==> config.mk <==
export PLATFORM = sky130hd
export DESIGN_NAME = water_level_monitor
export DESIGN_NICKNAME = d
export VERILOG_FILES = /design/src/design/wlm_pkg.sv /design/src/design/wlm_ctrl.sv /design/src/design/wlm_datapath.sv /design/src/design/water_level_monitor.sv
export SDC_FILE = /design/constraint.sdc
export NUM_CORES = 1
export LEC_CHECK = 0
export ABC_CLOCK_PERIOD_IN_PS = 10600
export BUFFER_PORTS_ARGS = -buffer_cell sky130_fd_sc_hd__buf_4
export CAP_MARGIN = 20
export CORE_MARGIN = 4
export CORE_UTILIZATION = 45
export DETAILED_ROUTE_END_ITERATION = 8
export SYNTH_ARGS = -nofsm -noshare
export SYNTH_HDL_FRONTEND = slang
export SYNTH_SLANG_ARGS = --single-unit
==> constraint.sdc <==
create_clock -name clk -period 10.6 [get_ports clk]
set_input_delay 2.12 -clock clk [delete_from_list [all_inputs] [get_ports clk]]
set_output_delay 2.12 -clock clk [all_outputs]
set_load 0.03 [all_outputs]
==> src/design/wlm_pkg.sv <==
// ----------------------------------------------------------------------------
// wlm_pkg
// Shared types and constants for the water level monitor: register map,
// level classes, controller states and the controller/datapath interface.
// ----------------------------------------------------------------------------
package wlm_pkg;

  localparam int SAMPLE_BITS = 12;
  localparam int DUTY_BITS   = 10;
  localparam int PCT_BITS    = 7;
  localparam int ADDR_BITS   = 5;
  localparam int NUM_BITS    = SAMPLE_BITS + PCT_BITS;
  localparam int CNT_BITS    = 3;

  localparam logic [DUTY_BITS-1:0] DUTY_LIMIT   = 10'd999;
  localparam logic [PCT_BITS-1:0]  PERCENT_FULL = 7'd100;
  localparam logic [CNT_BITS-1:0]  DIV_FIRST    = 3'(PCT_BITS - 1);

  localparam logic [2:0] REG_PCT_LOW   = 3'd0;
  localparam logic [2:0] REG_PCT_HIGH  = 3'd1;
  localparam logic [2:0] REG_DRY       = 3'd2;
  localparam logic [2:0] REG_MID       = 3'd3;
  localparam logic [2:0] REG_HIGH      = 3'd4;
  localparam logic [2:0] REG_INVERT    = 3'd5;
  localparam logic [2:0] REG_FULL      = 3'd6;
  localparam logic [2:0] REG_DUTY      = 3'd7;

  localparam logic [1:0] CLASS_DRY  = 2'd0;
  localparam logic [1:0] CLASS_LOW  = 2'd1;
  localparam logic [1:0] CLASS_MID  = 2'd2;
  localparam logic [1:0] CLASS_HIGH = 2'd3;

  typedef enum logic [2:0] {
    S_IDLE,
    S_READ,
    S_SCALE,
    S_DIV,
    S_FINISH
  } state_t;

  typedef struct packed {
    logic [SAMPLE_BITS-1:0] pct_low;
    logic [SAMPLE_BITS-1:0] pct_high;
    logic [SAMPLE_BITS-1:0] dry_th;
    logic [SAMPLE_BITS-1:0] mid_th;
    logic [SAMPLE_BITS-1:0] high_th;
    logic                   invert;
    logic [SAMPLE_BITS-1:0] full_scale;
    logic [DUTY_BITS-1:0]   duty;
  } cfg_t;

  typedef struct packed {
    logic load;
    logic read;
    logic scale;
    logic div_step;
    logic out_write;
  } cmd_t;

  typedef struct packed {
    logic div_last;
  } status_t;

endpackage

==> src/design/wlm_ctrl.sv <==
// ----------------------------------------------------------------------------
// wlm_ctrl
// Sequencer for one item: load, reading, scaling, division steps and the
// hand-off into the output register, plus the output valid flag.
// ----------------------------------------------------------------------------
module wlm_ctrl (
  input  logic              clk,
  input  logic              rst,
  input  logic              in_valid,
  output logic              in_ready,
  output logic              out_valid,
  input  logic              out_ready,
  output wlm_pkg::cmd_t     cmd,
  input  wlm_pkg::status_t  status
);

  wlm_pkg::state_t state;
  wlm_pkg::state_t state_next;
  logic            out_valid_next;

  always_comb begin
    state_next = state;
    case (state)
      wlm_pkg::S_IDLE:   if (in_valid) state_next = wlm_pkg::S_READ;
      wlm_pkg::S_READ:   state_next = wlm_pkg::S_SCALE;
      wlm_pkg::S_SCALE:  state_next = wlm_pkg::S_DIV;
      wlm_pkg::S_DIV:    if (status.div_last) state_next = wlm_pkg::S_FINISH;
      wlm_pkg::S_FINISH: if (!out_valid || out_ready) state_next = wlm_pkg::S_IDLE;
      default:           state_next = wlm_pkg::S_IDLE;
    endcase
  end

  always_comb begin
    cmd      = '0;
    in_ready = 1'b0;
    case (state)
      wlm_pkg::S_IDLE: begin
        in_ready = 1'b1;
        cmd.load = in_valid;
      end
      wlm_pkg::S_READ:   cmd.read = 1'b1;
      wlm_pkg::S_SCALE:  cmd.scale = 1'b1;
      wlm_pkg::S_DIV:    cmd.div_step = 1'b1;
      wlm_pkg::S_FINISH: cmd.out_write = !out_valid || out_ready;
      default:           cmd = '0;
    endcase
  end

  always_comb begin
    out_valid_next = out_valid;
    if (out_valid && out_ready) out_valid_next = 1'b0;
    if (cmd.out_write) out_valid_next = 1'b1;
  end

  always_ff @(posedge clk) begin
    if (rst) begin
      state     <= wlm_pkg::S_IDLE;
      out_valid <= 1'b0;
    end else begin
      state     <= state_next;
      out_valid <= out_valid_next;
    end
  end

endmodule

==> src/design/wlm_datapath.sv <==
// ----------------------------------------------------------------------------
// wlm_datapath
// Running average, inversion, classification, percent scaling with a
// one-bit-per-cycle restoring divider, and the output register.
// ----------------------------------------------------------------------------
module wlm_datapath (
  input  logic                                clk,
  input  logic                                rst,
  input  wlm_pkg::cmd_t                       cmd,
  output wlm_pkg::status_t                    status,
  input  wlm_pkg::cfg_t                       cfg,
  input  logic [wlm_pkg::SAMPLE_BITS-1:0]     sample,
  output logic [wlm_pkg::SAMPLE_BITS-1:0]     filtered_value,
  output logic [wlm_pkg::PCT_BITS-1:0]        percent,
  output logic [1:0]                          level_class,
  output logic [wlm_pkg::DUTY_BITS-1:0]       red_duty,
  output logic [wlm_pkg::DUTY_BITS-1:0]       yellow_duty,
  output logic [wlm_pkg::DUTY_BITS-1:0]       green_duty
);

  logic [wlm_pkg::SAMPLE_BITS-1:0] avg;
  logic [wlm_pkg::SAMPLE_BITS+1:0] avg_sum;
  logic [wlm_pkg::SAMPLE_BITS-1:0] reading;
  logic [wlm_pkg::SAMPLE_BITS-1:0] reading_next;
  logic [1:0]                      cls;
  logic [1:0]                      cls_next;
  logic                            pct_zero;
  logic                            pct_full;
  logic [wlm_pkg::SAMPLE_BITS-1:0] span;
  logic [wlm_pkg::SAMPLE_BITS-1:0] offset;
  logic [wlm_pkg::NUM_BITS-1:0]    numer;
  logic [wlm_pkg::NUM_BITS-1:0]    rem;
  logic [wlm_pkg::NUM_BITS-1:0]    dvs;
  logic [wlm_pkg::PCT_BITS-1:0]    quot;
  logic [wlm_pkg::CNT_BITS-1:0]    cnt;
  logic [wlm_pkg::DUTY_BITS-1:0]   duty;
  logic [wlm_pkg::PCT_BITS-1:0]    pct_final;

  assign avg_sum = {2'b00, avg} + {1'b0, avg, 1'b0} + {2'b00, sample};

  always_comb begin
    reading_next = avg;
    if (cfg.invert) begin
      reading_next = (cfg.full_scale > avg) ? (cfg.full_scale - avg) : '0;
    end
    if (reading_next < cfg.dry_th) begin
      cls_next = wlm_pkg::CLASS_DRY;
    end else if (reading_next < cfg.mid_th) begin
      cls_next = wlm_pkg::CLASS_LOW;
    end else if (reading_next < cfg.high_th) begin
      cls_next = wlm_pkg::CLASS_MID;
    end else begin
      cls_next = wlm_pkg::CLASS_HIGH;
    end
  end

  assign span   = cfg.pct_high - cfg.pct_low;
  assign offset = reading - cfg.pct_low;
  assign numer  = wlm_pkg::NUM_BITS'(offset) * wlm_pkg::NUM_BITS'(wlm_pkg::PERCENT_FULL)
                + wlm_pkg::NUM_BITS'(span >> 1);

  assign status.div_last = (cnt == '0);

  always_ff @(posedge clk) begin
    if (rst) begin
      avg <= '0;
    end else if (cmd.load) begin
      avg <= (avg == '0) ? sample : avg_sum[wlm_pkg::SAMPLE_BITS+1:2];
    end
  end

  always_ff @(posedge clk) begin
    if (cmd.read) begin
      reading <= reading_next;
      cls     <= cls_next;
    end
    if (cmd.scale) begin
      pct_zero <= (cfg.pct_high <= cfg.pct_low) || (reading <= cfg.pct_low);
      pct_full <= (reading >= cfg.pct_high);
      rem      <= numer;
      dvs      <= {span, {wlm_pkg::PCT_BITS-1{1'b0}}, 1'b0} >> 1;
      quot     <= '0;
      cnt      <= wlm_pkg::DIV_FIRST;
    end
    if (cmd.div_step) begin
      if (rem >= dvs) begin
        rem  <= rem - dvs;
        quot <= {quot[wlm_pkg::PCT_BITS-2:0], 1'b1};
      end else begin
        quot <= {quot[wlm_pkg::PCT_BITS-2:0], 1'b0};
      end
      dvs <= dvs >> 1;
      cnt <= cnt - 1'b1;
    end
  end

  assign duty = (cfg.duty > wlm_pkg::DUTY_LIMIT) ? wlm_pkg::DUTY_LIMIT : cfg.duty;

  always_comb begin
    if (pct_zero) begin
      pct_final = '0;
    end else if (pct_full) begin
      pct_final = wlm_pkg::PERCENT_FULL;
    end else begin
      pct_final = quot;
    end
  end

  always_ff @(posedge clk) begin
    if (cmd.out_write) begin
      filtered_value <= avg;
      percent        <= pct_final;
      level_class    <= cls;
      red_duty       <= '0;
      yellow_duty    <= '0;
      green_duty     <= '0;
      case (cls)
        wlm_pkg::CLASS_LOW: green_duty  <= duty;
        wlm_pkg::CLASS_MID: yellow_duty <= duty;
        default:            red_duty    <= duty;
      endcase
    end
  end

endmodule

==> src/design/water_level_monitor.sv <==
// ----------------------------------------------------------------------------
// water_level_monitor
// Smooths water-sensor samples with a running average and reports the level
// as a percent, a class and red/yellow/green indicator duties.
// ----------------------------------------------------------------------------
// One sample item enters on the input channel (in_valid/in_ready) and one
// result item leaves on the output channel (out_valid/out_ready).
// The block works on one item at a time. The restoring divider of the
// percent scaling finds one quotient bit per cycle. A new item can be
// accepted in the cycle after the result is loaded.
// The result waits in an output register. While the receiver stalls, the
// next item is still accepted and processed; it then holds in the final
// step until the waiting result is taken.
// Reset clears the running average (so the next sample loads it), the
// handshake state, and returns all configuration registers to their
// defaults. Configuration is written over the APB port; the user must see that
// it is changed only while no item is in flight. The block does not enforce it.
// ----------------------------------------------------------------------------
module water_level_monitor (
  input  logic                              clk,
  input  logic                              rst,
  input  logic                              psel,
  input  logic                              penable,
  input  logic                              pwrite,
  input  logic [wlm_pkg::ADDR_BITS-1:0]     paddr,
  input  logic [31:0]                       pwdata,
  output logic [31:0]                       prdata,
  output logic                              pready,
  input  logic                              in_valid,
  output logic                              in_ready,
  input  logic [wlm_pkg::SAMPLE_BITS-1:0]   sample,
  output logic                              out_valid,
  input  logic                              out_ready,
  output logic [wlm_pkg::SAMPLE_BITS-1:0]   filtered_value,
  output logic [wlm_pkg::PCT_BITS-1:0]      percent,
  output logic [1:0]                        level_class,
  output logic [wlm_pkg::DUTY_BITS-1:0]     red_duty,
  output logic [wlm_pkg::DUTY_BITS-1:0]     yellow_duty,
  output logic [wlm_pkg::DUTY_BITS-1:0]     green_duty
);

  wlm_pkg::cfg_t    cfg;
  wlm_pkg::cmd_t    cmd;
  wlm_pkg::status_t status;
  logic [2:0]       reg_index;
  logic             wr_en;

  assign pready    = 1'b1;
  assign reg_index = paddr[wlm_pkg::ADDR_BITS-1:2];
  assign wr_en     = psel && penable && pwrite;

  always_ff @(posedge clk) begin
    if (rst) begin
      cfg.pct_low    <= 12'd1200;
      cfg.pct_high   <= 12'd1900;
      cfg.dry_th     <= 12'd1200;
      cfg.mid_th     <= 12'd1600;
      cfg.high_th    <= 12'd1900;
      cfg.invert     <= 1'b0;
      cfg.full_scale <= 12'd4095;
      cfg.duty       <= 10'd500;
    end else if (wr_en) begin
      case (reg_index)
        wlm_pkg::REG_PCT_LOW:  cfg.pct_low    <= pwdata[wlm_pkg::SAMPLE_BITS-1:0];
        wlm_pkg::REG_PCT_HIGH: cfg.pct_high   <= pwdata[wlm_pkg::SAMPLE_BITS-1:0];
        wlm_pkg::REG_DRY:      cfg.dry_th     <= pwdata[wlm_pkg::SAMPLE_BITS-1:0];
        wlm_pkg::REG_MID:      cfg.mid_th     <= pwdata[wlm_pkg::SAMPLE_BITS-1:0];
        wlm_pkg::REG_HIGH:     cfg.high_th    <= pwdata[wlm_pkg::SAMPLE_BITS-1:0];
        wlm_pkg::REG_INVERT:   cfg.invert     <= pwdata[0];
        wlm_pkg::REG_FULL:     cfg.full_scale <= pwdata[wlm_pkg::SAMPLE_BITS-1:0];
        wlm_pkg::REG_DUTY:     cfg.duty       <= pwdata[wlm_pkg::DUTY_BITS-1:0];
        default:               cfg.duty       <= cfg.duty;
      endcase
    end
  end

  always_comb begin
    prdata = '0;
    case (reg_index)
      wlm_pkg::REG_PCT_LOW:  prdata = 32'(cfg.pct_low);
      wlm_pkg::REG_PCT_HIGH: prdata = 32'(cfg.pct_high);
      wlm_pkg::REG_DRY:      prdata = 32'(cfg.dry_th);
      wlm_pkg::REG_MID:      prdata = 32'(cfg.mid_th);
      wlm_pkg::REG_HIGH:     prdata = 32'(cfg.high_th);
      wlm_pkg::REG_INVERT:   prdata = 32'(cfg.invert);
      wlm_pkg::REG_FULL:     prdata = 32'(cfg.full_scale);
      wlm_pkg::REG_DUTY:     prdata = 32'(cfg.duty);
      default:               prdata = '0;
    endcase
  end

  wlm_ctrl u_ctrl (
    .clk       (clk),
    .rst       (rst),
    .in_valid  (in_valid),
    .in_ready  (in_ready),
    .out_valid (out_valid),
    .out_ready (out_ready),
    .cmd       (cmd),
    .status    (status)
  );

  wlm_datapath u_datapath (
    .clk            (clk),
    .rst            (rst),
    .cmd            (cmd),
    .status         (status),
    .cfg            (cfg),
    .sample         (sample),
    .filtered_value (filtered_value),
    .percent        (percent),
    .level_class    (level_class),
    .red_duty       (red_duty),
    .yellow_duty    (yellow_duty),
    .green_duty     (green_duty)
  );

endmodule

# Word-level counts from Yosys, hierarchy flattened

Index checks and enable logic that the tools add are counted.
W data, S select, Z words.

Flip-flop bits (word level): 213
Bits of input ports: 56
Output and inout bits: 86
Word-level logic and storage cells: 116

$add $sub $neg: 8
Multipliers: 1
Magnitude comparators: 9
Equality and inequality tests: 16
Muxes and demuxes: 30
Reduce and logical (&&, ||, !) cells: 24

Operator list:

| operator                | count |
|---|---|
| $pmux W32 S8            | 1 |
| $mux W19                | 3 |
| $lt A12 B12 Y1          | 3 |
| $mux W12                | 3 |
| $sub A12 B12 Y12        | 3 |
| $le A12 B12 Y1          | 2 |
| $mux W7                 | 3 |
| $add A19 B11 Y19        | 1 |
| $ge A19 B18 Y1          | 1 |
| $sub A19 B18 Y19        | 1 |
| $mux W18                | 1 |
| $mul A12 B5 Y17 const B | 1 |
| $mux W17                | 1 |
| $reduce_and A2 Y1       | 8 |
| $eq A3 B3 Y1 const B    | 5 |
| $mux W3                 | 5 |
| $pmux W3 S5             | 1 |
| $add A12 B13 Y14        | 1 |
| $add A14 B12 Y14        | 1 |
| $eq A3 B2 Y1 const B    | 4 |
| $ge A12 B12 Y1          | 1 |
| $gt A12 B12 Y1          | 1 |
| $logic_not A12 Y1       | 1 |
| $mux W1                 | 11 |
| other kinds (15)        | 25 |

# Logic depth before layout (Yosys ltp)

Gate-level depths: netlist of the first run.

Depth after elaboration: 6
Mapped depth: 25
Gate-level depth less buffers: 25

# Hierarchy

From an unflattened synthesis of the first run, not the netlist that was laid out.

Cell total of the unflattened synthesis: 1646
Area, all modules: 15040.7 sq um

By module, submodules not included:

| module              | times used | cells each | area each (sq um) | sequential area each (sq um) |
|---|---|---|---|---|
| wlm_datapath        | 1          | 1162       | 10989.3           | 3473.3 |
| water_level_monitor | 1          | 459        | 3817.4            | 1661.6 |
| wlm_ctrl            | 1          | 25         | 234.0             | 80.1 |

# Worst setup path before layout of the first run

No wires, ideal clock.

Kind: input port to output port
Start: input port paddr[2] (netlist name)
End: output port prdata[2]
Data arrival time: 3583 ps
Required time: 8480 ps
Path slack: 4897 ps
Stages: 5
Path buffers: 3
Cell sequence: buf_2 > buf_1 > clkbuf_1 > nand3_1 > a21oi_1

Cells in the longest elaborated chain, start to end: 2
Elaborated cells between the ends (all ways): 9
Classes of those cells: eq/ne: 7; mux: 1; reduce/logical: 1

RTL lines:

| what                                 | RTL line                  | source |
|---|---|---|
| start: declaration                   | water_level_monitor.sv:25 | `input logic [wlm_pkg::ADDR_BITS-1:0] paddr,` |
| $eq A3 B3 Y1 (tied with other cells) | water_level_monitor.sv:79 | `case (reg_index)` |
| $pmux W32 S8 *                       | water_level_monitor.sv:79 |  |
| end: declaration                     | water_level_monitor.sv:27 | `output logic [31:0] prdata,` |

Mark *: on every way between the ends. The rest lies on a longest branch, timed or not. The select of a mux whose other input is x is not followed.

# Worst setup path after layout of the first run

Start: input port paddr[4] (netlist name)
End: output port prdata[2]

The elaborated chain is that of the path after synthesis.

==> reports/summary.md, run 1 <==
0 antenna diodes ended up in the layout. The gate count after technology mapping came out at 1636. The number of global-route vias before repair is 11400.

The die is 190 µm wide. The floorplan step defined a die boundary enclosing 0.0362 mm². TritonCTS built the clock tree.

In this run, the clock network consumes 22.9% of the power. At the end of routability-driven placement, the weighted congestion stood at 0.868. VDD sags by at most 0.000138 V. For this run, the number of Yosys warnings is 0.

In this run switching power makes up 40.2% of total power. The via count is 11900. The synthesized cell area was 0.0150 mm². The count of unresolved DRC violations after routing came out at 0. For this design, the sink count on the clock tree is 213.

Of all cell types, the one taking the most synthesized area is sky130_fd_sc_hd__edfxtp_1. The largest fanout on the critical path came out at 32. The core area is 0.0327 mm², and the number of buffers on the longest clock path is 3.

The tightest slew margin relative to the limit came out at 25.4%. Initial antenna violation count: 0. Ranked by instance count, the synthesized netlist is headed by sky130_fd_sc_hd__ha_1 (164), sky130_fd_sc_hd__inv_1 (149), sky130_fd_sc_hd__nor2_1 (144), sky130_fd_sc_hd__nand2_1 (126), sky130_fd_sc_hd__dfxtp_1 (118).

Count of state elements after synthesis: 213. The final non-filler cell total came out at 2176. Critical path launch point type: an input port. Once detailed placement completed, the half-perimeter wirelength came to 30400 µm. The power per unit of standard cell area was 214 mW/mm².

The hold-critical path depth is 2, and the sequential element share of the synthesized area is 34.9%. The initial core utilization is 45.7%. The net total in the final layout is 1960, and the combinational cell fraction of total power is 49.9%. The run finished with clean final reports.

The synthesized design contains 95 enable-type register cells. The run gives 540 ps as the source-to-sink clock delay at the later pin of the worst-skew pair. Global routing consumed, over all layers together, 21.3% of the routing resources. The class of the most critical hold timing path was flop to flop. Terminating pin of the worst hold path: cfg[48]$_SDFFE_PP0P_. The share of the synthesized area in the top cell type came out at 19.1%.

The final critical path time including I/O delays and setup is 5960 ps. The share of the clock period used by the worst path after layout is 56.2%. The run gives 168 MHz as the highest clock rate.

Once the clock tree was built, the resizer swapped 0 gates to a different size. The layout cell share with drive strength beyond 1 was 11.2%; the total of fill cells in the finished design was 3135. Max-cap violations in this run came to 0. In this run the core area contains 66 standard-cell rows.

The first detailed-routing pass took 6 iterations. For the overall overflow remaining after global route, the log shows 0. The setup clock skew after layout is 31.9 ps, and the number of H-tree levels is 1. Required time at the worst-slack endpoint: 8480 ps.

Entering global routing, the biggest net connects 100 pins. After detailed routing, the average wire length per cell comes to 18.3 µm. For this design the static power due to leakage is 7.24 nW.

The most used flip-flop cell after synthesis is sky130_fd_sc_hd__dfxtp_1. The signed area change from the synthesized netlist to the final layout is 12.7%. After clock tree synthesis, the clock-pin slew on the worst setup and hold paths is 60 ps. The placed instance area came out at 0.0161 mm². The depth of the worst register-to-register path was 24; the post-placement cell count was 2132.

The reg-to-reg startpoint is cfg[71]$_SDFFE_PP0P_. Sorting the synthesized cells by area gives the leading types as sky130_fd_sc_hd__edfxtp_1 (19%), sky130_fd_sc_hd__dfxtp_1 (16%), sky130_fd_sc_hd__ha_1 (14%). During I/O placement, the number of pins put on the boundary was 142. The number of different library cells in the post-synthesis netlist came out at 86. The logs give 0 for the number of pins with negative max-slew slack in the final report and 0 for the final setup violation count. The worst setup path is captured at an output pin. The slack of the worst reg-to-reg path was 4760 ps.

In this run the remaining antenna-violating nets after routing total 0. The mean cell area of the mapped netlist works out to 9.14 µm². After synthesis, the share of flip-flops with an asynchronous set or reset is 0%. The tools report the capturing point of the worst reg2reg path as u_datapath.rem[18]$_DFF_P_. The total negative slack is 0 ps, and the slew at the pin with the worst max-slew slack is 1120 ps.

The count of final hold-check violations was 0. The first global-routing pass estimated 62500 µm of wire. Setup repair after global routing left no endpoint under its margin.

For this block, the initial DRC count from the detailed router was 840. Data on the critical path arrives at its endpoint at 3840 ps. The detailed-route vias per instance works out to 5.46. The root buffer cell chosen for the clock tree is sky130_fd_sc_hd__clkbuf_16.

The tools report the overall power after layout as 3.61 mW. The count of port buffers added during placement works out to 98. Registers are responsible for 27.2% of the overall power. The number of clock buffers added by TritonCTS is 24. The startpoint identified for the worst hold timing path is cfg[48]$_SDFFE_PP0P_. From bottom edge to top edge, the die measures 190 µm. Summed over all nets, the switching power comes to 1.45 mW. Summed over all layers, the routed wires come to 39800 µm. Most common cell in the synthesized netlist: sky130_fd_sc_hd__ha_1. The logs give 0.0169 mm² for the cell area after layout and 0 for the post-CTS repair timing setup buffer count. Internal power comes to 2.16 mW. In this run, post-CTS hold repair placed 0 buffers.

Type of the setup path with the least slack: input port to output pin.
[layout by cell type, fill, tap and decap left out, types with 15 or more instances in the layout]
cell type and instances:
sky130_fd_sc_hd__ha_1 164, sky130_fd_sc_hd__inv_1 149, sky130_fd_sc_hd__nor2_1 144, sky130_fd_sc_hd__nand2_1 126
sky130_fd_sc_hd__dfxtp_1 118, sky130_fd_sc_hd__buf_4 112, sky130_fd_sc_hd__a21oi_1 105, sky130_fd_sc_hd__edfxtp_1 95
sky130_fd_sc_hd__o21ai_0 55, sky130_fd_sc_hd__nor2b_1 47, sky130_fd_sc_hd__a211o_1 44, sky130_fd_sc_hd__mux2i_1 38
sky130_fd_sc_hd__a21o_1 37, sky130_fd_sc_hd__xnor2_1 37, sky130_fd_sc_hd__xor2_1 28, sky130_fd_sc_hd__and2_1 25
sky130_fd_sc_hd__nor3_1 25, sky130_fd_sc_hd__clkbuf_16 24, sky130_fd_sc_hd__a211oi_1 23, sky130_fd_sc_hd__fa_1 23
sky130_fd_sc_hd__nand3_1 22, sky130_fd_sc_hd__nand4_1 21, sky130_fd_sc_hd__conb_1 21, sky130_fd_sc_hd__and3_1 20
sky130_fd_sc_hd__nand2b_1 16, sky130_fd_sc_hd__or3_1 15, sky130_fd_sc_hd__o211ai_1 15
[logic make-up after synthesis]
group / share of synthesized area (%)
adder cells (fa/ha/maj): 16.8
flip-flops: 34.9
buffers and inverters: 6.32
multiplexers: 3.15
other: 0.0502
XOR/XNOR: 3.91
AO/OA/AOI/OAI: 18.9
AND/OR/NAND/NOR: 16.0
[worst max path at each step]
stage          cells past startpoint            startpoint                          to  slack, ps
2_1_floorplan                      5              paddr[2]                   prdata[2]       4900
3_3_place_gp                       8              paddr[4]                   prdata[2]       4700
3_5_place_dp                       8              paddr[2]                   prdata[2]       4740
4_1_cts                            8              paddr[2]                   prdata[2]       4720
5_1_grt                           24  cfg[71]$_SDFFE_PP0P_  u_datapath.rem[18]$_DFF_P_       4380
6_report                           8              paddr[4]                   prdata[2]       4640
[power groups by stage]
stage / logic (mW) / clock network, mW / registers (mW)
floorplan: 1.42 / 0 / 0.980
global placement: 1.77 / 0 / 1.00
detailed placement: 1.80 / 0 / 1.00
CTS: 1.81 / 0.845 / 0.983
global route: 2.04 / 0.875 / 0.991
finish: 1.80 / 0.827 / 0.982
[routing by layer]
layer / global-route usage, % / share of wire, %
met4: 4.61 / 2.3
met2: 35.5 / 47
met5: 0 / 0
met3: 2.89 / 4.4
met1: 29.8 / 47
[registers in the layout (all words and copies together), names as in the netlist, 10 cells and up]
name / cells
u_datapath.red_duty: 10
u_datapath.dvs: 18
u_datapath.avg: 12
u_datapath.yellow_duty: 10
cfg: 83
u_datapath.filtered_value: 12
u_datapath.rem: 19
u_datapath.reading: 12
u_datapath.green_duty: 10
[layout make-up]
class                   count  area [µm²]  share of cell area (%)
well taps                 442         553                    3.28
clock inverters            11         123                   0.728
inverters                 150         563                    3.34
repair buffers            114         866                    5.14
multi-input cells        1214        8880                    52.7
clock buffers              32         651                    3.86
flip-flops and latches    213        5220                    30.9
[metrics by stage]
stage / utilization (%) / setup slack [ps] / hold slack (ps)
2_1_floorplan: - / 4900 / 436
5_1_grt: 51.5 / 4380 / 503
3_3_place_gp: 49.1 / 4700 / 445
4_1_cts: 51.5 / 4720 / 471
3_5_place_dp: 49.2 / 4740 / 463
6_report: 51.5 / 4640 / 473
[worst max-delay path, stage by stage]
cell                       delay [ps]
sky130_fd_sc_hd__buf_4            320
sky130_fd_sc_hd__nand2b_1         260
sky130_fd_sc_hd__o221ai_1         260
sky130_fd_sc_hd__o21ai_0          150
sky130_fd_sc_hd__nor2_1           140
sky130_fd_sc_hd__nor2_1            50
sky130_fd_sc_hd__a21oi_1          300
sky130_fd_sc_hd__buf_4            230
No activity file was read; power rests on OpenSTA's default activity.
==> run 2: changes to the inputs <==
--- a/config.mk
+++ b/config.mk
@@ -5,12 +5,14 @@
 export SDC_FILE = /design/constraint.sdc
 export NUM_CORES = 1
 export LEC_CHECK = 0
-export ABC_CLOCK_PERIOD_IN_PS = 10600
+export ABC_AREA = 1
+export ABC_CLOCK_PERIOD_IN_PS = 4900
 export BUFFER_PORTS_ARGS = -buffer_cell sky130_fd_sc_hd__buf_4
 export CAP_MARGIN = 20
 export CORE_MARGIN = 4
 export CORE_UTILIZATION = 45
 export DETAILED_ROUTE_END_ITERATION = 8
+export PLACE_DENSITY = 0.66
 export SYNTH_ARGS = -nofsm -noshare
 export SYNTH_HDL_FRONTEND = slang
 export SYNTH_SLANG_ARGS = --single-unit
==> constraint.sdc (replaced) <==
create_clock -name clk -period 4.9 [get_ports clk]
set_input_delay 0.98 -clock clk [delete_from_list [all_inputs] [get_ports clk]]
set_output_delay 0.98 -clock clk [all_outputs]
set_load 0.03 [all_outputs]
==> run 2 against run 1 <==
Compared with the run above:
- wire length rose by 2.7%
- die area fell by 1.4%
- sequential power rose by 120%
- core utilization rose by 1.8 points
- non-clock buffer count rose by 34
- area after synthesis fell by 1.4%
- global-route usage rose by 0.52 points
- critical path type is now flop to flop
- largest cell class unchanged
- largest power group unchanged
==> reports/summary.md, run 2 <==
Data on the critical path is required at its endpoint by 5320 ps. Count of port buffers added during placement: 98. The portion of netlist area occupied by mux cells is 0%. The clock edge transition at the registers on the reported setup and hold paths came out at 60 ps.

For the placed wire-length estimate after detailed placement, the log shows 31100 µm. The source-to-sink clock delay at the later pin of the worst-skew pair is 550 ps, and the tightest slew margin relative to the limit is 21.9%. The flow ran to the end, and the final reports show no timing, DRC or antenna violations. Registers take 0.00522 mm². The cell at the root of the clock tree was sky130_fd_sc_hd__clkbuf_16. In the synthesized netlist the async set-or-reset flop fraction comes to 0%. Type of the setup path with the least slack: flop to flop. Summed over all cells, the static leakage comes to 8.00 nW.

The number of H-tree levels is 1, and the arithmetic-cell share of the synthesized area counting full adders, half adders and majority gates is 17.0%. The simple-gate area share of the yosys netlist works out to 16.0%. The share of the clock period used by the worst path after layout came out at 96.1%.

After synthesis, the cell types taking the most area are sky130_fd_sc_hd__edfxtp_1 (19%), sky130_fd_sc_hd__dfxtp_1 (16%), sky130_fd_sc_hd__ha_1 (14%). Once the floorplan was initialized, standard cells occupied 45.4% of the core. The initial antenna violation count came out at 0. Max-cap violations in this run came to 0.

For this design the total switching power over the nets is 5.26 mW. The kind of cell with the highest combined delay along the critical path is adder cells. The library cell used most frequently in the layout, excluding fill and tap cells, is sky130_fd_sc_hd__nand2_1.

The synthesized netlist devotes 4.16% of its cell area to XOR and XNOR gates. The run gives 3091 as the total of fill cells in the finished design. The largest vdd supply drop is 0.000617 V, and the number of synthesized flops with an enable pin is 95. The clock passes through at most 3 buffers. The detailed router placed 12900 vias in this run.

In the synthesized netlist, the cells that appear most often are sky130_fd_sc_hd__nand2_1 (291), sky130_fd_sc_hd__inv_1 (289), sky130_fd_sc_hd__a21oi_1 (179), sky130_fd_sc_hd__ha_1 (164), sky130_fd_sc_hd__o21ai_0 (119). Sequential cells account for 19.3% of the total power. The worst hold path begins at cfg[24]$_SDFFE_PP0P_. The mapped netlist covers 0.0147 mm². In this run the vertical extent of the chip is 189 µm. The worst path buffer plus inverter count is 6, and the worst setup slack before clock tree synthesis is -66.9 ps. After the first detailed-routing iteration, the DRC count stood at 914.

The count of unresolved DRC violations after routing was 0. Between clock sinks in the finished design, the worst skew comes to 29.4 ps. Entering global routing, the biggest net connects 69 pins. Among all flip-flop cells after synthesis, the most frequent one is sky130_fd_sc_hd__dfxtp_1.

The run gives 0 as the number of pins with negative max-slew slack in the final report. The I/O pin total is 142, and the number of diodes added for antenna fixing is 0. The final non-filler cell total is 2407, and the depth of the worst register-to-register path is 28. The final setup violation count is 0.

The logs give 0 for the count of yosys warnings during synthesis and 1817 for the gate count after technology mapping. Cells with a size suffix above 1 make up 15.1% of the layout. The worst path meets setup with 192 ps of slack. Multi-input logic area: 0.00852 mm².

A synthesized cell averages 8.12 µm². Number of different library cells in the post-synthesis netlist: 56. For the finished layout, the period the worst path requires is 4710 ps.

The delay of the slowest cell on the worst path was 500 ps. The post-placement cell count is 2354. The number of clock buffers added by TritonCTS is 25. Hold-critical path depth: 2. The worst register-to-register path ends at u_datapath.rem[13]$_DFF_P_.

After floorplanning, the core was divided into 66 placement rows. The main combinational cell family by area after synthesis was compound AO/OA/AOI/OAI gates. The count of nets left with antenna violations once routing finished came out at 0. The tools report the terminating pin of the worst hold path as cfg[24]$_SDFFE_PP0P_. The area of the die is 0.0357 mm², and the total detailed-routing wirelength is 40800 µm. Across all register-to-register paths, the minimum setup slack is 190 ps. The biggest area consumer among synthesized cells is sky130_fd_sc_hd__edfxtp_1. In the layout the commonest cells are sky130_fd_sc_hd__nand2_1 (282), sky130_fd_sc_hd__inv_1 (280), sky130_fd_sc_hd__a21oi_1 (175). The die span in x works out to 189 µm. The count of final hold-check violations was 0; the first-pass iteration count of the detailed router was 5.

After detailed routing, the number of vias per cell comes to 5.36. The run gives 63600 µm as the wire length of the first global-routing pass. TritonCTS built the clock tree. The switching share of power was 46.3%; the critical path data arrival time was 5120 ps. The complex-gate fraction of the synthesized area was 17.4%; the flip-flop count of the largest register after layout was 83. The number of cells on the critical path is 28, and the worst hold margin is 490 ps.

The slew at the pin with the worst max-slew slack works out to 1160 ps. The worst register-to-register path begins at cfg[73]$_SDFFE_PP0P_. For this run, the register share of the synthesized area comes to 35.4%. The largest registers in the layout are cfg (83), u_datapath.rem (19), u_datapath.dvs (18). For this design the ratio of total power to cell area is 656 mW/mm². The share of synthesized area in the top cell type comes to 19.3%. The clock net sink count came out at 213. The internal power of the cells totals 6.10 mW. The min-delay analysis places its worst path in the category flop to flop. After detailed routing, the average wire length per cell comes to 17.0 µm. The number of global-route vias before repair is 12100. Based on the critical path, the design can be clocked at up to 212 MHz. Global routing used 21.9% of the available tracks across all layers. The slowest stage of the critical path is the sky130_fd_sc_hd__fa_1 cell. Summed over all layers, the global routing overflow is 0. The signed area change from the synthesized netlist to the final layout works out to 17.4%. The net total in the final layout came out at 2191.

Type of element capturing the critical path: a flop. sky130_fd_sc_hd__nand2_1 is the most common cell in the netlist. Register containing the most flip-flops in the final layout: cfg. The run gives 0.0325 mm² as the core area.

The largest fanout on the critical path is 4, and the count of state elements after synthesis is 213. The worst setup path is launched from a flop. The part of the total power dissipated in the clock network is 15.6%. The share of total power dissipated in combinational logic is 65.1%. The final weighted congestion of routability-driven global placement came out at 0.938.
run 2: cell types whose count changed after synthesis, sizes merged, moves of 18 or more:
cell	previous run	this run
nand2	126	307
inv	149	295
a21oi	106	183
o21ai	61	134
nor2b	49	0
nand3	22	67
a211o	44	0
mux2i	38	0
a21o	38	5
nor2	144	115
and2	25	0
a211oi	26	5
and3	21	0
o211ai	18	36
run 2: logic make-up (layout without fill, tap and decap cells):
family	Yosys count	after routing
fa+ha+maj	187	187
buf+inv	361	490
compound gates	447	447
xor+xnor	67	67
flops	213	213
simple gates	540	540
other cells	2	21
run 2: final cells by class:
type / instances / area share (%)
repair buffers: 148 / 6.44
clock buffers: 40 / 4.29
multi-input cells: 1262 / 49.2
flip-flops and latches: 213 / 30.1
clock inverters: 4 / 0.210
well taps: 442 / 3.20
inverters: 298 / 6.49
run 2: worst max-delay path by stage:
stage | from | to
detailed placement | cfg[72]$_SDFFE_PP0P_ | u_datapath.rem[13]$_DFF_P_
floorplan | u_datapath.reading[2]$_DFFE_PP_ | u_datapath.rem[13]$_DFF_P_
global route | u_datapath.reading[2]$_DFFE_PP_ | u_datapath.rem[13]$_DFF_P_
finish | cfg[73]$_SDFFE_PP0P_ | u_datapath.rem[13]$_DFF_P_
CTS | u_datapath.reading[0]$_DFFE_PP_ | u_datapath.rem[13]$_DFF_P_
global placement | u_datapath.reading[0]$_DFFE_PP_ | u_datapath.rem[13]$_DFF_P_
run 2: layer usage:
layer  track usage [%]  wire length, µm
met1              30.7            18000
met2              34.9            18800
met3              3.23             2770
met4              7.03             1320
met5                 0                0
run 2: metrics by stage:
stage / utilization, % / power, mW / area [µm²] / TNS [ps]
after floorplan: - / 7.03 / 14800 / 0
after global placement: 49.5 / 8.50 / 16100 / 0
after detailed placement: 49.5 / 8.63 / 16100 / -79.8
after CTS: 52.0 / 10.5 / 16900 / 0
after global routing: 53.3 / 12.4 / 17300 / -410
final: 53.3 / 11.4 / 17300 / 0
run 2: tightest hold or removal path, delay by kind of cell, from the launching register on:
family / cells / cell delay, ps
compound gates: 1 / 60
buf+inv: 1 / 80
flops: 1 / 300
run 2: power groups by stage:
stage / combinational, mW / clock, mW / sequential, mW
after floorplan: 4.85 / 0 / 2.18
after CTS: 6.48 / 1.79 / 2.20
after global routing: 8.29 / 1.87 / 2.22
after global placement: 6.27 / 0 / 2.23
final: 7.40 / 1.77 / 2.20
after detailed placement: 6.40 / 0 / 2.23
run 2: what timing repair did:
item | CTS | global route
hold buffers | 0 | 0
gates resized for setup | 7 | 76
setup buffers | 0 | 9
endpoints found under the setup margin | 4 | 9
cloned | 0 | 0
pin swaps | 0 | 43
==> run 3: changes to the inputs <==
--- a/config.mk
+++ b/config.mk
@@ -10,9 +10,8 @@
 export BUFFER_PORTS_ARGS = -buffer_cell sky130_fd_sc_hd__buf_4
 export CAP_MARGIN = 20
 export CORE_MARGIN = 4
-export CORE_UTILIZATION = 45
+export CORE_UTILIZATION = 25
 export DETAILED_ROUTE_END_ITERATION = 8
-export PLACE_DENSITY = 0.66
 export SYNTH_ARGS = -nofsm -noshare
 export SYNTH_HDL_FRONTEND = slang
 export SYNTH_SLANG_ARGS = --single-unit
==> run 3 against run 2 <==
Compared with the run above:
- core utilization decreased by 23 points
- sequential share of layout area down 0.82 points
- clock-buffer cell count shrank 11
- clock power barely moved
- wire length up 5.5%
- register-to-register slack improved by 40 ps
- sequential power hardly changed
- total power grew 0.79%
- maximum frequency grew 0.80%
- clock skew rose by 6.2 ps
- first-iteration DRC count up 3.5%
- critical path type unchanged
- critical endpoint is now u_datapath.rem[17]$_DFF_P_
- largest power group unchanged
==> reports/summary.md, run 3 (synthesis gave the netlist of run 2 again) <==
The tools report the number of H-tree levels as 1. The congestion estimate from routability-driven global placement came to 0.915. In the final design database the tool counted 2205 nets.

The layout cell share with drive strength beyond 1 came out at 15.3%. By startpoint and endpoint, the worst setup path is classified as flop to flop. The total detailed-routing wirelength is 43100 µm, and the leakage power is 8.06 nW. After detailed placement, the design holds a cell count of 2687. The largest registers in the layout are cfg (83), u_datapath.rem (19), u_datapath.dvs (18). The largest vdd supply drop was 0.000478 V; the overall overflow remaining after global route was 0. At the pin with the least slew margin, the transition time is 973 ps.

The count of nets left with antenna violations once routing finished came out at 0. The multi-input logic area was 0.00850 mm²; the die span in x was 251 µm. The worst hold path was traced through 2 stages.

The final critical path takes up 95.3% of the cycle. TritonCTS built the clock tree. Static timing analysis puts the maximum clock frequency at 214 MHz.

The required time at the worst-slack endpoint came out at 5370 ps. The clock edge transition at the registers on the reported setup and hold paths was 70 ps. Data on the critical path arrives at its endpoint at 5140 ps. The floorplan step defined a die boundary enclosing 0.0629 mm². The run gives 0 as the number of diodes added for antenna fixing. Setup repair after global routing could not meet its margin everywhere.

The initialized floorplan defines 88 standard-cell rows. In this run the standard cell core region covers 0.0580 mm². The tools report the total of fill cells in the finished design as 6076. For the wire length of the first global-routing pass, the log shows 67500 µm.

Measured in cells, the most critical reg-to-reg path has a length of 24. The cell at the root of the clock tree is sky130_fd_sc_hd__clkbuf_16. Total negative slack: 0 ps. Power spread over the standard cell area amounts to 644 mW/mm². Counting every sink on the clock net gives 213. Once layout is complete, the cells apart from fillers number 2745. The first-iteration detailed-routing DRC count is 946. Input and output buffers added on the ports amount to 98. The tools report the type of element capturing the critical path as a flop. The class of the most critical hold timing path is flop to flop. The flow ran to the end, and the final reports show no timing, DRC or antenna violations. The number of clock buffers inserted by TritonCTS was 24; the setup clock skew after layout was 35.5 ps. The worst register-to-register path begins at u_datapath.reading[2]$_DFFE_PP_. For the source-to-sink clock delay at the later pin of the worst-skew pair, the log shows 560 ps. The floorplan step set the die height to 251 µm.

The combined global-route utilization of all metal layers was 13.1%. The largest fanout on the critical path works out to 4. The tool flagged a number of max-cap violations equal to 0. The critical path launch point type is a flop. The routed design could run at a clock period as short as 4670 ps. The wire-length estimate of the detail-placed layout is 33200 µm. The area growth from synthesis to layout is 20.7%. In the final routed layout, each cell accounts on average for 15.7 µm.

Most common library cell in the layout ignoring fill and taps: sky130_fd_sc_hd__nand2_1. The number of global-route vias before repair came out at 12600. For the slack of the worst reg-to-reg path, the log shows 230 ps. The library cells used most frequently in the layout, excluding fill and tap cells, are sky130_fd_sc_hd__nand2_1 (285), sky130_fd_sc_hd__inv_1 (284), sky130_fd_sc_hd__a21oi_1 (173). The terminating pin of the worst hold path is u_datapath.rem[11]$_DFF_P_. In the routed design, unresolved DRC markers number 0.

The routed layout has 12900 vias. The detailed-route vias per instance was 4.69. The logs give 0 for the count of final hold-check violations and 0 for the initial antenna violation count. For this configuration, the core starts out at a cell density of 25.4%. The tools report the number of pins with negative max-slew slack in the final report as 0. Entering global routing, the biggest net connects 71 pins. The flip-flop count of the largest register after layout is 83, and the number of buffers on the longest clock path is 3. Setup violations remaining at the end of the flow were counted as 0. The register containing the most flip-flops in the final layout is cfg. The worst hold path begins at u_datapath.rem[11]$_DFF_P_.

For this design the top-level I/O count stands at 142. The tightest slew margin relative to the limit was 34.9%; the first-pass iteration count of the detailed router was 5. In the final layout, flip-flops and latches occupy 0.00522 mm².

The endpoint identified for the worst register-to-register timing path is u_datapath.rem[17]$_DFF_P_.
==> run 3: through the flow <==
step                cell area, µm²  setup WS [ps]  util (%)  power [mW]  hold slack, ps
global route                 17800          -53.2      30.7        12.5             513
CTS                          17400          0.499      30.0        10.7             490
finish                       17800            229      30.7        11.5             486
detailed placement           16600          -76.4      28.5        8.73             477
floorplan                    14800            258         -        7.03             450
global placement             16600          -59.3      28.5        8.64             470
==> run 3: worst max-delay path, stage by stage (launching register included) <==
cell and delay [ps]:
sky130_fd_sc_hd__edfxtp_1 460, sky130_fd_sc_hd__ha_4 290, sky130_fd_sc_hd__a21oi_2 150, sky130_fd_sc_hd__o21ai_2 80
sky130_fd_sc_hd__buf_6 130, sky130_fd_sc_hd__a21oi_1 170, sky130_fd_sc_hd__o21ai_2 100, sky130_fd_sc_hd__xor2_1 150
sky130_fd_sc_hd__ha_1 300, sky130_fd_sc_hd__ha_1 270, sky130_fd_sc_hd__inv_1 50, sky130_fd_sc_hd__fa_1 490
sky130_fd_sc_hd__inv_1 60, sky130_fd_sc_hd__ha_4 240, sky130_fd_sc_hd__xor2_1 170, sky130_fd_sc_hd__ha_1 320
sky130_fd_sc_hd__buf_4 160, sky130_fd_sc_hd__a21oi_4 150, sky130_fd_sc_hd__o2111ai_4 180, sky130_fd_sc_hd__nand2_2 140
sky130_fd_sc_hd__nor2_4 50, sky130_fd_sc_hd__buf_4 130, sky130_fd_sc_hd__nand3_1 70, sky130_fd_sc_hd__nand3_1 80
sky130_fd_sc_hd__a21oi_1 180
==> run 3: power by group <==
group	internal (mW)	switching, mW
Combinational	3.09	4.38
Clock	0.970	0.802
Sequential	2.05	0.152
Total	6.12	5.33
==> run 3: final cells by class <==
cell class              count  share of cell area, %
inverters                 298                   6.31
clock inverters            15                  0.823
clock buffers              29                   3.48
flip-flops and latches    213                   29.3
well taps                 765                   5.38
repair buffers            163                   6.90
multi-input cells        1262                   47.8
==> run 3: how the worst max path moves through the flow <==
stage                                    startpoint                         end  slack, ps  depth (start not counted)
finish              u_datapath.reading[2]$_DFFE_PP_  u_datapath.rem[17]$_DFF_P_        230                         24
global route        u_datapath.reading[2]$_DFFE_PP_  u_datapath.rem[16]$_DFF_P_        -50                         29
CTS                 u_datapath.reading[0]$_DFFE_PP_  u_datapath.rem[16]$_DFF_P_        0.5                         29
detailed placement  u_datapath.reading[0]$_DFFE_PP_  u_datapath.rem[16]$_DFF_P_        -80                         29
global placement    u_datapath.reading[0]$_DFFE_PP_  u_datapath.rem[13]$_DFF_P_        -60                         26
floorplan           u_datapath.reading[2]$_DFFE_PP_  u_datapath.rem[13]$_DFF_P_        260                         25
==> run 3: timing repair <==
action	4_1_cts	5_1_grt
setup endpoints to repair	7	9
hold buffers	0	0
buffers inserted	4	10
hold endpoints to repair	0	0
pin swaps	5	35
gates resized for setup	11	58
==> run 3: metal layers <==
layer  wire, µm  track usage [%]  part of all wire [%]
met1      19700             17.5                    46
met2      19900             21.9                    46
met3       2180             2.09                   5.1
met4       1310             3.88                   3.0
met5          0                0                     0
